===== src/hw/rtl/sre_ram.sv =====
// ============================================================================
// Generic RAM
// One write port, one read port, registered read data (old data on collision).
// ============================================================================
module sre_ram #(
    parameter int WIDTH  = 8,
    parameter int DEPTH  = 16,
    localparam int ADDR_W = $clog2(DEPTH)
) (
    input  logic              aclk,
    input  logic              we,
    input  logic [ADDR_W-1:0] waddr,
    input  logic [WIDTH-1:0]  wdata,
    input  logic              re,
    input  logic [ADDR_W-1:0] raddr,
    output logic [WIDTH-1:0]  rdata
);

    logic [WIDTH-1:0] mem [DEPTH];

    always_ff @(posedge aclk) begin
        if (we) begin
            mem[waddr] <= wdata;
        end
        if (re) begin
            rdata <= mem[raddr];
        end
    end

endmodule


===== config.mk =====
export PLATFORM = sky130hd
export DESIGN_NAME = sre_ram
export DESIGN_NICKNAME = d
export VERILOG_FILES = /design/src/hw/rtl/sre_ram.sv
export SDC_FILE = /design/constraint.sdc
export NUM_CORES = 1
export LEC_CHECK = 0
export ABC_AREA = 1
export BUFFER_PORTS_ARGS = -buffer_cell sky130_fd_sc_hd__buf_2
export CAP_MARGIN = 20
export CORE_MARGIN = 8
export CORE_UTILIZATION = 29
export CTS_BUF_LIST = sky130_fd_sc_hd__clkbuf_8
export CTS_CLUSTER_DIAMETER = 150
export DETAILED_ROUTE_END_ITERATION = 10
export GPL_TIMING_DRIVEN = 0
export RECOVER_POWER = 100
export SYNTH_ARGS = -nofsm -noshare
export SYNTH_HDL_FRONTEND = slang
export SYNTH_SLANG_ARGS = --single-unit

===== constraint.sdc =====
create_clock -name aclk -period 2.41 [get_ports aclk]
set_input_delay 0 -clock aclk [delete_from_list [all_inputs] [get_ports aclk]]
set_output_delay 0 -clock aclk [all_outputs]
set_load 0.03 [all_outputs]

==> impl_metrics.toml <==
[sta]
fin_crit_sh_pct = 49.9
skew_ps = 10.3
rsz0062_at_grt = "no"
max_slew_margin_pct = 29.4
finalSetupViolCount = 0
hold_viol_final = 0
finalCriticalPeriod_ps = 1200
fin_tns_setup_ps = 0
fin_ws_ps = 1210
final_max_slew_viol_count = 0
clock.fmax_ghz = 0.832
worstMarginPinSlew_ps = 1060

[critical_path]
crit_path_start_kind = "register"
worstSetupEndpointType = "register"
crit_type = "reg2reg"
cp.arrival_ps = 1380
startpoint = "mem[14][0]"
worst-endpoint-required_ps = 2590
crit_fanout = 1
r2r_start = "mem[14][0]"

[route]
finalWirelength_um = 14200
drt_first_pass_iters = 5
routed_via_density = 4.38
drtIter0Drc = 354
vias = 3865
drtAntennaViolNets = 0
routedWlPerCell_um = 16.1
drc = 0

[synth]
seq_area_frac_synth_pct = 69.8
syn_inst = 551
synth_area_leaders = "edfxtp_1 70%, nand2_1 11%, nand3_1 8.3%, inv_1 6.4%, buf_6 1.2%"
ys_async_sr_fraction_pct = 0
yosys_warnings = 0
synthTopCellsByCount = "173 x nand2_1, 136 x edfxtp_1, 100 x inv_1"
synth_most_common_cell = "nand2_1"
synth_area_per_cell_um2 = 10.6
synth_seq_cells = 136
synth_top_cell_by_area = "edfxtp_1"
synth_nets = 570
synth.top_cell.area_share_pct = 69.8
synth_ff_type = "edfxtp_1"
synth_edf_count = 136
netlist-cell-type-count = 11
syn_area_mm2 = 0.00585

[layout]
final_cell_count_no_fill = 883
syn_to_final_growth_pct = 14.4
layout.nets = 619
diodes = 0
regArea_mm2 = 0.00408
num-fill-cells = 2058
multiInputGateArea_mm2 = 0.00121
drive_above_1_share_pct = 9.79

[global_routing]
grt_remaining_overflow = 0
grt_pass1_wl_um = 20900
antenna_found_initial = 0
grt_usage_pct = 11.7
grt_max_degree = 17
first_global_vias = 3603

[run]
drv_cap = 0

[clock_network]
cts_sinks = 136
cts.reportedPaths.clkPinSlew_ps = 80
cts-buffers-inserted = 17
clock_latency_ps = 440
post_cts_resized = 0
post-cts-setup-buffer-count = 0
h-tree-depth = 4
clock_path_buffers = 2
root_buffer = "clkbuf_8"
tritoncts = "built"

[power_and_ir_drop]
powerDensity_mw_per_mm2 = 697
peakVddDrop_v = 0.000297
leakagePower_nw = 2.77

[place]
dp_cells = 844
dp_hpwl_um = 9400
port_buffers = 23
place_ws_ps = 852
gp_congestion = 0.872

[floorplanning]
die_w_um = 158
initial_core_util_pct = 29.2
die_area_mm2 = 0.0250
rows = 52
dieHeight_um = 158
core_area_mm2 = 0.0200
ios = 27

[status]
status = "completed"

[hold_path]
worstHoldStart = "raddr[2]"
min_path_type = "in2reg"
[sequential cells by signal (all words and copies together) (netlist names)]
signal,flops
rdata,8
mem,128
[report_power, final]
| group | internal [mW] | leakage [nW] | switching (mW) |
|---|---|---|---|
| Sequential | 2.66 | 1.24 | 0.0119 |
| Clock | 0.708 | 0.169 | 0.908 |
| Combinational | 0.101 | 1.37 | 0.269 |
[kinds of logic after synthesis]
family	Yosys count	share of synthesized area (%)
buffers and inverters	126	9.39
DFF	136	69.8
and+or+nand+nor	289	20.8
[cell usage in the layout (no fill, tap or decap), drive strengths merged]
master and count:
buf 28, clkbuf 36, clkinv 8, clkinvlp 4, dlygate4sd3 7, edfxtp 136, inv 105, nand2 173
nand3 97, nand3b 2, nor2 17
[cell type report]
class,instances,share of cell area [%]
flip-flops and latches,136,61.1
clock inverters,15,1.59
well taps,270,5.05
clock buffers,17,3.50
inverters,102,5.73
plain buffers,24,2.49
repair buffers,30,2.41
multi-input cells,289,18.2
[through the flow]
stage	area, um2	power [mW]	hold slack, ps	utilization, %
floorplan	5850	2.94	98.9	-
detailed placement	6300	3.09	359	31.4
global placement	6300	3.09	344	31.4
global route	6690	4.80	150	33.4
finish	6690	4.66	136	33.4
CTS	6710	4.68	1.51	33.5
[metal layers]
layer	global-route usage [%]	wire length, um	up-vias
met4	4.18	283	0
li1	-	-	1879
met1	16.1	6730	1802
met3	2.78	953	21
met5	0	0	-
met2	17.6	6220	163
[what timing repair did]
| item | in CTS | in global routing |
|---|---|---|
| setup endpoints to repair | 0 | 0 |
| hold endpoints to repair | 103 | 0 |
| hold buffers | 7 | 0 |
[final timing paths]
check                   to  slack [ps]  cells after the start
setup reg to reg  rdata[0]        1210                      6
setup / recovery  rdata[0]        1210                      6
hold / removal    rdata[4]         140                      4
hold reg to reg   rdata[5]         810                      6
[critical path: stages, from the launching register on]
cell,delay [ps]
edfxtp_1,370
inv_1,60
nand2_1,50
nand3_1,100
nand3_1,110
nand3_1,140
nand2_1,120
(Power assumes the default switching activity.)
