File: src/hw/rtl/sre_pkg.sv
// ============================================================================
// Sobel RGB edge filter package
// Shared sizes, register codes, payload types and the Sobel magnitude math.
// ============================================================================
package sre_pkg;

    localparam int MAX_WIDTH  = 2048;
    localparam int MAX_HEIGHT = 2048;

    localparam int CFG_W     = 12;
    localparam int CFG_IDX_W = 4;

    localparam int CHAN_W = 8;
    localparam int PIX_W  = 3 * CHAN_W;
    localparam int LINE_W = 2 * PIX_W;
    localparam int GRAD_W = CHAN_W + 4;

    localparam int COL_W = $clog2(MAX_WIDTH);
    localparam int WID_W = $clog2(MAX_WIDTH + 1);
    localparam int HGT_W = $clog2(MAX_HEIGHT + 1);

    localparam int RES_FIFO_DEPTH = 8;
    localparam int PTR_W          = $clog2(RES_FIFO_DEPTH);
    localparam int LVL_W          = $clog2(RES_FIFO_DEPTH + 1);

    localparam logic [CFG_IDX_W-1:0] REG_IMAGE_WIDTH  = CFG_IDX_W'(0);
    localparam logic [CFG_IDX_W-1:0] REG_IMAGE_HEIGHT = CFG_IDX_W'(1);

    localparam logic [CFG_W-1:0] WIDTH_RESET  = CFG_W'(640);
    localparam logic [CFG_W-1:0] HEIGHT_RESET = CFG_W'(480);

    localparam logic [CHAN_W-1:0] CHAN_MAX = CHAN_W'(255);

    localparam int CH_RED   = 2;
    localparam int CH_GREEN = 1;
    localparam int CH_BLUE  = 0;

    typedef logic [CHAN_W-1:0] chan_t;
    typedef logic [PIX_W-1:0]  pixel_t;

    // top: two rows above, mid: one row above, bot: current row
    typedef struct packed {
        pixel_t top;
        pixel_t mid;
        pixel_t bot;
    } column_t;

    typedef struct packed {
        chan_t edge_red;
        chan_t edge_green;
        chan_t edge_blue;
        logic  frame_end;
    } result_t;

    typedef struct packed {
        logic [1:0] count;
        result_t    first;
        result_t    second;
    } push_t;

    function automatic logic signed [GRAD_W-1:0] chan_ext(input pixel_t p, input int k);
        return $signed(GRAD_W'(p[k*CHAN_W +: CHAN_W]));
    endfunction

    function automatic chan_t sobel_mag(input column_t l, input column_t c,
                                        input column_t r, input int k);
        logic signed [GRAD_W-1:0] gx;
        logic signed [GRAD_W-1:0] gy;
        logic [GRAD_W-1:0]        ax;
        logic [GRAD_W-1:0]        ay;
        logic [GRAD_W:0]          sum;
        logic [GRAD_W-1:0]        half;
        gx = (chan_ext(r.top, k) - chan_ext(l.top, k))
           + ((chan_ext(r.mid, k) - chan_ext(l.mid, k)) <<< 1)
           + (chan_ext(r.bot, k) - chan_ext(l.bot, k));
        gy = (chan_ext(l.bot, k) + (chan_ext(c.bot, k) <<< 1) + chan_ext(r.bot, k))
           - (chan_ext(l.top, k) + (chan_ext(c.top, k) <<< 1) + chan_ext(r.top, k));
        ax   = gx[GRAD_W-1] ? GRAD_W'(-gx) : GRAD_W'(gx);
        ay   = gy[GRAD_W-1] ? GRAD_W'(-gy) : GRAD_W'(gy);
        sum  = {1'b0, ax} + {1'b0, ay};
        half = sum[GRAD_W:1];
        return (half > GRAD_W'(CHAN_MAX)) ? CHAN_MAX : half[CHAN_W-1:0];
    endfunction

    function automatic result_t edge_result(input column_t l, input column_t c,
                                            input column_t r, input logic last);
        result_t res;
        res.edge_red   = sobel_mag(l, c, r, CH_RED);
        res.edge_green = sobel_mag(l, c, r, CH_GREEN);
        res.edge_blue  = sobel_mag(l, c, r, CH_BLUE);
        res.frame_end  = last;
        return res;
    endfunction

endpackage

File: src/hw/rtl/sre_result_fifo.sv
// ============================================================================
// Result buffer
// Small FIFO taking zero, one or two results per cycle, one out per cycle on out_ready.
// ============================================================================
module sre_result_fifo (
    input  logic                     aclk,
    input  logic                     aresetn,
    input  sre_pkg::push_t           push,
    output logic                     out_valid,
    input  logic                     out_ready,
    output sre_pkg::result_t         out_data,
    output logic [sre_pkg::LVL_W-1:0] level
);
    import sre_pkg::*;

    result_t          store_reg [RES_FIFO_DEPTH];
    logic [PTR_W-1:0] head_reg;
    logic [PTR_W-1:0] head_next;
    logic [PTR_W-1:0] tail_reg;
    logic [PTR_W-1:0] tail_next;
    logic [PTR_W-1:0] tail_inc;
    logic [LVL_W-1:0] level_reg;
    logic [LVL_W-1:0] level_next;
    logic             pop;

    assign out_valid = (level_reg != '0);
    assign out_data  = store_reg[head_reg];
    assign level     = level_reg;
    assign pop       = out_valid && out_ready;

    always_comb begin
        tail_inc   = tail_reg + PTR_W'(1);
        head_next  = pop ? head_reg + PTR_W'(1) : head_reg;
        tail_next  = tail_reg + PTR_W'(push.count);
        level_next = level_reg + LVL_W'(push.count) - LVL_W'(pop);
    end

    always_ff @(posedge aclk) begin
        if (push.count != 2'd0) begin
            store_reg[tail_reg] <= push.first;
        end
        if (push.count == 2'd2) begin
            store_reg[tail_inc] <= push.second;
        end
    end

    always_ff @(posedge aclk) begin
        if (!aresetn) begin
            head_reg  <= '0;
            tail_reg  <= '0;
            level_reg <= '0;
        end else begin
            head_reg  <= head_next;
            tail_reg  <= tail_next;
            level_reg <= level_next;
        end
    end

endmodule

File: config.mk
export PLATFORM = sky130hd
export DESIGN_NAME = sre_result_fifo
export DESIGN_NICKNAME = d
export VERILOG_FILES = /design/src/hw/rtl/sre_pkg.sv /design/src/hw/rtl/sre_result_fifo.sv
export SDC_FILE = /design/constraint.sdc
export NUM_CORES = 1
export LEC_CHECK = 0
export BUFFER_PORTS_ARGS = -buffer_cell sky130_fd_sc_hd__buf_2
export CORE_AREA = 2 2 167 169
export CTS_CLUSTER_DIAMETER = 50
export CTS_CLUSTER_SIZE = 25
export DETAILED_ROUTE_END_ITERATION = 10
export DIE_AREA = 0 0 169 171
export PLACE_DENSITY_LB_ADDON = 0.12
export SLEW_MARGIN = 20
export SYNTH_ARGS = -nofsm -noshare
export SYNTH_HDL_FRONTEND = slang
export SYNTH_SLANG_ARGS = --single-unit
export TNS_END_PERCENT = 30
File: constraint.sdc
create_clock -name aclk -period 2.8 [get_ports aclk]
set_input_delay 0.42 -clock aclk [delete_from_list [all_inputs] [get_ports aclk]]
set_output_delay 0.42 -clock aclk [all_outputs]
set_load 0.05 [all_outputs]
==> parameters.txt, run 1 <==
Parameter                              Value

GRT
  First-pass GRT wire length    39200 um
  Antenna violations before repair    1
  Aggregate global-route resource usage    0.185
  Via count of the first global-routing pass    6534
  Overflow after GRT    0
  Maximum number of pins on one net before global-route repair    29

Setup path
  Critical path data arrival time    2240 ps
  Setup crit end kind    output pin
  Endpoint required time on the critical path    2380 ps
  Type of the setup path with the least slack    reg -> out
  Worst Reg2Reg Path Length in Cells    5
  Setup slack on the worst flop-to-flop path    380 ps
  End of the critical path    out_data[21]
  Highest net fanout along the worst path    26
  Reg2Reg Capture Point    store_reg[1][18]
  R2r startpoint    tail_reg[1]
  CP Launch Type    register

Floorplanning
  Die W    169 um
  Top Ports    85
  Core ar.    27300 sq um
  Initial Utilization    0.393
  Die span in y    171 um
  Overall die area    28900 sq um
  Floorplan row count    61

Synthesis
  Cell area after synthesis    10700 sq um
  Number of enable-type register cells in the synthesized netlist    200
  Leading post-synthesis cells by cell area    sky130_fd_sc_hd__edfxtp_1 56%, sky130_fd_sc_hd__mux2_2 23%, sky130_fd_sc_hd__mux4_2 10%
  Top cell type's share of synthesized area    0.559
  Ys Warns    0
  Synth Net Count    663
  Flip-flop and latch count after synthesis    213
  Post-synth ARST share    0
  Netlist cell types    37
  Number of standard cells after synthesis    598
  Avg Synthesized Cell Area    18.0 sq um
  Most used DFF post-synth    sky130_fd_sc_hd__edfxtp_1
  Dominant cell type by area after synthesis    sky130_fd_sc_hd__edfxtp_1
  Portion of the post-synthesis area used by sequential elements    0.583

Final layout
  Fill cell total of the finished layout    2382
  Post-layout nets    777
  Post-route cell area    12800 sq um
  Final core occ    0.469
  Synthesis-to-layout area growth    19.2%
  Layout cells sized above 1    0.636
  Max FFs per register    200

CTS
  CTS tree    done
  Source-to-sink clock delay at the later pin of the worst-skew pair    540 ps
  Maximum level of the CTS H-tree    1
  Buffer count from post-CTS setup fixing    0
  Clk slew on worst S/H paths    60 ps
  Hold bufs inserted after CTS    0
  Resized cells post-CTS    0
  Clock Sink Count    213
  Buffers from clock root to sink, at most    3
  Clk Tree Root Cell    sky130_fd_sc_hd__clkbuf_16
  Number of clock buffers inserted by TritonCTS    27

Placement
  Port Buffers    84
  Setup slack after placement    384 ps
  Final HPWL from detailed placement    16400 um
  Placed standard-cell area    11800 sq um
  Final Wtd Congestion    0.818

Power
  Combinational Power Share    0.245
  Internal cell power    7240 uW
  Worst IR drop on VDD    436 uV
  Portion of total power attributed to the clock network    0.372
  Power density over the cells    802 nW/um^2
  Cell leakage power    0.00442 uW
  Proportion of total power due to net switching    0.295
  Sw Pwr    3030 uW
  Sequential share of power    0.383

Routing
  Routed Wire Length    26400 um
  DRC violation count after routing    0
  Routed Antenna Nets    0
  Detail-routed via count per cell    5.46
  Number of DRC markers in iteration 0    361
  1st-pass router iterations    4
  Detailed-route via count    5902
  Routed wirelength normalized by instance count    24.4 um

STA
  Max-Slew Margin vs Limit    0.343
  Setup repair after global routing missed its margin    false
  Shortest period the worst path allows    2660 ps
  Setup clock skew after layout    11.1 ps
  Final hold violation count    0
  Final-report max-slew violation count    0
  Crit path setup slack, layout    141 ps
  Worst-Margin Slew    976 ps
  Maximum clock frequency    376 MHz
  Number of setup violations in the final report    0
  Worst hold slack across all endpoints    255 ps
  Part of the cycle the worst path needs    0.950

Worst hold path
  Worst hold path class    in -> reg

Outcome
  Run status    complete, no violations

Run
  Reported max-cap violation count    0
-- layout make-up --
cell class                      count  area (sq um)  area share
Timing Repair Buffer              118           763      0.0596
Multi-Input combinational cell    343          4300       0.336
Sequential cell                   213          6270       0.490
Inverter                            9          33.8     0.00264
Tap cell                          346           433      0.0338
Antenna cell                        1          2.50    0.000195
Clock inverter                     21           314      0.0245
Clock buffer                       29           683      0.0534
-- metal layers --
layer / GRT usage / part of all wire
met5: 0 / 0
met4: 0.0535 / 0.023
met3: 0.0312 / 0.064
met2: 0.324 / 0.51
met1: 0.237 / 0.41
-- Yosys cell counts (2+ instances only) --
cell / number
sky130_fd_sc_hd__and2_1: 4
sky130_fd_sc_hd__inv_1: 9
sky130_fd_sc_hd__nand2_1: 8
sky130_fd_sc_hd__xnor2_1: 2
sky130_fd_sc_hd__nand2_2: 4
sky130_fd_sc_hd__buf_2: 13
sky130_fd_sc_hd__mux2_2: 222
sky130_fd_sc_hd__nand3_2: 2
sky130_fd_sc_hd__buf_4: 4
sky130_fd_sc_hd__fa_1: 2
sky130_fd_sc_hd__nor2b_1: 2
sky130_fd_sc_hd__o22ai_1: 2
sky130_fd_sc_hd__clkbuf_1: 11
sky130_fd_sc_hd__mux2i_1: 8
sky130_fd_sc_hd__nor2_2: 2
sky130_fd_sc_hd__o31ai_1: 2
sky130_fd_sc_hd__mux2_4: 3
sky130_fd_sc_hd__buf_6: 5
sky130_fd_sc_hd__mux4_2: 50
sky130_fd_sc_hd__o21ai_0: 5
sky130_fd_sc_hd__dfxtp_1: 13
sky130_fd_sc_hd__nand2b_1: 4
sky130_fd_sc_hd__edfxtp_1: 200
sky130_fd_sc_hd__ha_1: 8
-- power groups by stage --
stage | logic, uW | registers [uW] | clock network, uW
after global placement | 2510 | 3990 | 0
after global routing | 2690 | 3960 | 4020
after floorplan | 1780 | 4040 | 0
final | 2510 | 3940 | 3820
after CTS | 2560 | 3940 | 3890
after detailed placement | 2550 | 4010 | 0
-- worst max-delay path, stage by stage, from the launching register on --
cell                      delay [ps]
sky130_fd_sc_hd__dfxtp_4         380
sky130_fd_sc_hd__buf_12          250
sky130_fd_sc_hd__mux4_2          550
sky130_fd_sc_hd__mux2_2          300
sky130_fd_sc_hd__buf_2           220
-- kinds of logic after synthesis --
group           share of synthesized area
fa+ha+maj                          0.0130
simple gates                       0.0207
mux                                 0.349
compound gates                    0.00676
buf+inv                            0.0211
xor+xnor                          0.00571
flops                               0.583
-- how the worst min path moves through the flow --
stage | startpoint | endpoint | slack (ps) | cells past startpoint
3_3_place_gp | head_reg[2] | register | 460 | 2
6_report | out_ready | register | 260 | 3
4_1_cts | out_ready | register | 240 | 3
2_1_floorplan | head_reg[2] | register | 460 | 2
5_1_grt | aresetn | level[1] | 270 | 2
3_5_place_dp | head_reg[1] | register | 480 | 2
-- placed cells by master (no fill, tap or decap), drive strengths merged, types with 5 or more instances in the layout --
cell type,instances
clkbuf,29
mux4,50
clkinv,5
bufinv,7
mux2i,8
dfxtp,13
ha,8
edfxtp,200
mux2,225
buf,118
inv,12
o21ai,5
nand2,12
clkinvlp,6
-- through the flow --
stage                     total power (uW)  instances  setup TNS, ps
after floorplan                       5820        598         -10340
after global placement                6490       1029              0
after detailed placement              6560       1029              0
after CTS                            10400       1079              0
after global routing                 10700       1080              0
final                                10300       1080              0
Note: power is estimated with default switching activity, not from simulation.
==> inputs of run 2 (changes only) <==
--- a/config.mk
+++ b/config.mk
@@ -6,12 +6,15 @@
 export NUM_CORES = 1
 export LEC_CHECK = 0
 export BUFFER_PORTS_ARGS = -buffer_cell sky130_fd_sc_hd__buf_2
+export CELL_PAD_IN_SITES_DETAIL_PLACEMENT = 1
+export CELL_PAD_IN_SITES_GLOBAL_PLACEMENT = 1
 export CORE_AREA = 2 2 167 169
 export CTS_CLUSTER_DIAMETER = 50
 export CTS_CLUSTER_SIZE = 25
 export DETAILED_ROUTE_END_ITERATION = 10
 export DIE_AREA = 0 0 169 171
 export PLACE_DENSITY_LB_ADDON = 0.12
+export SETUP_SLACK_MARGIN = 0.15
 export SLEW_MARGIN = 20
 export SYNTH_ARGS = -nofsm -noshare
 export SYNTH_HDL_FRONTEND = slang
==> constraint.sdc (replaced) <==
create_clock -name aclk -period 2.3 [get_ports aclk]
set_input_delay 0.345 -clock aclk [delete_from_list [all_inputs] [get_ports aclk]]
set_output_delay 0.345 -clock aclk [all_outputs]
set_load 0.05 [all_outputs]
==> run 2 against run 1 <==
The run now ends with negative setup slack left. Sequential cell count stayed put. Clock skew is 1.9 ps higher. First-iteration DRC count is 20% higher. Clock power is 21% higher. Worst hold slack worse by 82 ps. Routed wire length is 13% higher. Combinational power is 55% higher. Die area stayed put. Critical path depth is 1 higher. Sequential power is 22% higher. Largest cell class unchanged. Highest routed layer unchanged.
==> parameters.txt, run 2 (synthesized netlist as in run 1, its figures left out) <==
Parameter                              Value

CTS
  Number of clock buffers inserted by TritonCTS    29
  Clk Tree Root Cell    sky130_fd_sc_hd__clkbuf_16
  CTS tree    done
  Buffers from clock root to sink, at most    3
  Clock Sink Count    213
  Source-to-sink clock delay at the later pin of the worst-skew pair    540 ps
  Maximum level of the CTS H-tree    1
  Clk slew on worst S/H paths    60 ps

STA
  Crit path setup slack, layout    -219 ps
  Maximum clock frequency    397 MHz
  Final-report max-slew violation count    0
  Part of the cycle the worst path needs    1.10
  Shortest period the worst path allows    2520 ps
  Setup clock skew after layout    12.9 ps
  Setup repair after global routing missed its margin    true
  Final hold violation count    0
  Worst-Margin Slew    1060 ps
  Max-Slew Margin vs Limit    0.289
  Number of setup violations in the final report    25

Setup path
  Setup crit end kind    output pin
  Highest net fanout along the worst path    7
  List of cells traversed by the critical path    buf_12, clkbuf_16, mux4_2, mux2_4, buf_6
  Endpoint required time on the critical path    1960 ps
  CP Buf/Inv Count    3
  Setup slack on the worst flop-to-flop path    140 ps
  Critical path data arrival time    2170 ps
  Kind of cell adding the most delay to the critical path    multiplexers
  Type of the setup path with the least slack    reg -> out
  Worst path max stage delay    500 ps
  Critical path's slowest cell    sky130_fd_sc_hd__mux4_2
  CP Launch Type    register

Final layout
  Top library cells by usage in the layout, fill and taps aside    200 x sky130_fd_sc_hd__edfxtp_1, 164 x sky130_fd_sc_hd__mux2_2, 61 x sky130_fd_sc_hd__mux2_4
  Most frequent standard cell in the layout excluding fill and tap cells    sky130_fd_sc_hd__edfxtp_1
  Non-filler cells in the finished layout    1107
  Max FFs per register    200
  Post-layout nets    802
  Layout cells sized above 1    0.653
  Area occupied by multi-input gates    4610 sq um
  FF/Latch Area    6280 sq um
  Synthesis-to-layout area growth    27.3%
  Fill cell total of the finished layout    2563

Floorplanning
  Initial Utilization    0.393
  Top Ports    85
  Overall die area    28900 sq um
  Core ar.    27300 sq um
  Die span in y    171 um
  Floorplan row count    61
  Die W    169 um

GRT
  Maximum number of pins on one net before global-route repair    26
  First-pass GRT wire length    44000 um
  Aggregate global-route resource usage    0.208
  Overflow after GRT    0
  Via count of the first global-routing pass    6927
  Antenna violations before repair    1

Power
  Cell leakage power    0.00486 uW
  Proportion of total power due to net switching    0.300
  Sequential share of power    0.360
  Power density over the cells    976 nW/um^2
  Final Total Pwr    13300 uW
  Worst IR drop on VDD    575 uV
  Combinational Power Share    0.293
  Internal cell power    9330 uW
  Sw Pwr    4000 uW
  Portion of total power attributed to the clock network    0.348

Outcome
  Run status    finished with violations
  Violated checks    negative setup slack

Placement
  Final HPWL from detailed placement    18200 um
  Final Wtd Congestion    0.792
  Port Buffers    84
  Post-Place Cells    1042

Worst hold path
  Worst hold path class    in -> reg

Routing
  Routed Antenna Nets    0
  Detail-routed via count per cell    5.57
  DRC violation count after routing    0
  Routed wirelength normalized by instance count    27.0 um
  Routed Wire Length    29900 um
  1st-pass router iterations    4
  Number of DRC markers in iteration 0    435
  Detailed-route via count    6162

Run
  Reported max-cap violation count    0
## run 2: worst register-to-register path, delay by kind of cell, from the launching register on
kind	cells	cell delay [ps]
simple gates	2	650
mux	1	350
flops	1	330
fa+ha+maj	1	310
buf+inv	1	260
## run 2: per-layer routing
layer | global-route usage | share of wire
met2 | 0.362 | 0.50
met4 | 0.0513 | 0.016
met5 | 0 | 0
met3 | 0.0303 | 0.048
met1 | 0.276 | 0.43
## run 2: stage by stage
step | utilization | hold slack, ps | instance area [sq um] | setup TNS [ps] | setup slack [ps]
finish | 0.500 | 173 | 13700 | -4710 | -219
global route | 0.500 | 179 | 13700 | -6250 | -276
CTS | 0.485 | 170 | 13200 | -5970 | -300
detailed placement | 0.439 | 484 | 12000 | 0 | 75.2
global placement | 0.439 | 469 | 12000 | 0 | 143
floorplan | - | 456 | 10800 | -41860 | -354
## run 2: final timing paths
kind | start | endpoint | depth (start not counted)
worst max-delay path | register | out_data[17] | 5
worst min-delay path | aresetn | tail_reg[1] | 2
worst max register to register | tail_reg[0] | store_reg[2][1] | 5
worst min register to register | head_reg[2] | register | 2
## run 2: cell type report
cell class                 instances  share of cell area
tap                              346              0.0317
timing repair buffer             141              0.0968
clock inverter                    22              0.0189
inverter                           9             0.00247
clock buffer                      30              0.0534
sequential                       213               0.459
multi-input combinational        343               0.337
antenna                            3            0.000549
## run 2: timing repair
action | CTS | global route
buffers inserted | 2 | 4
resized for setup | 66 | 73
pin swaps | 3 | 6
endpoints found under the hold margin | 0 | 0
hold buffers | 0 | 0
endpoints found under the setup margin | 119 | 87
cloned | 1 | 3
## run 2: power groups by stage
stage,Clock (uW),Sequential [uW],Combinational [uW]
finish,4630,4800,3900
global route,4850,4830,4120
CTS,4710,4810,3600
detailed placement,0,4890,3240
global placement,0,4870,3170
floorplan,0,4920,2170
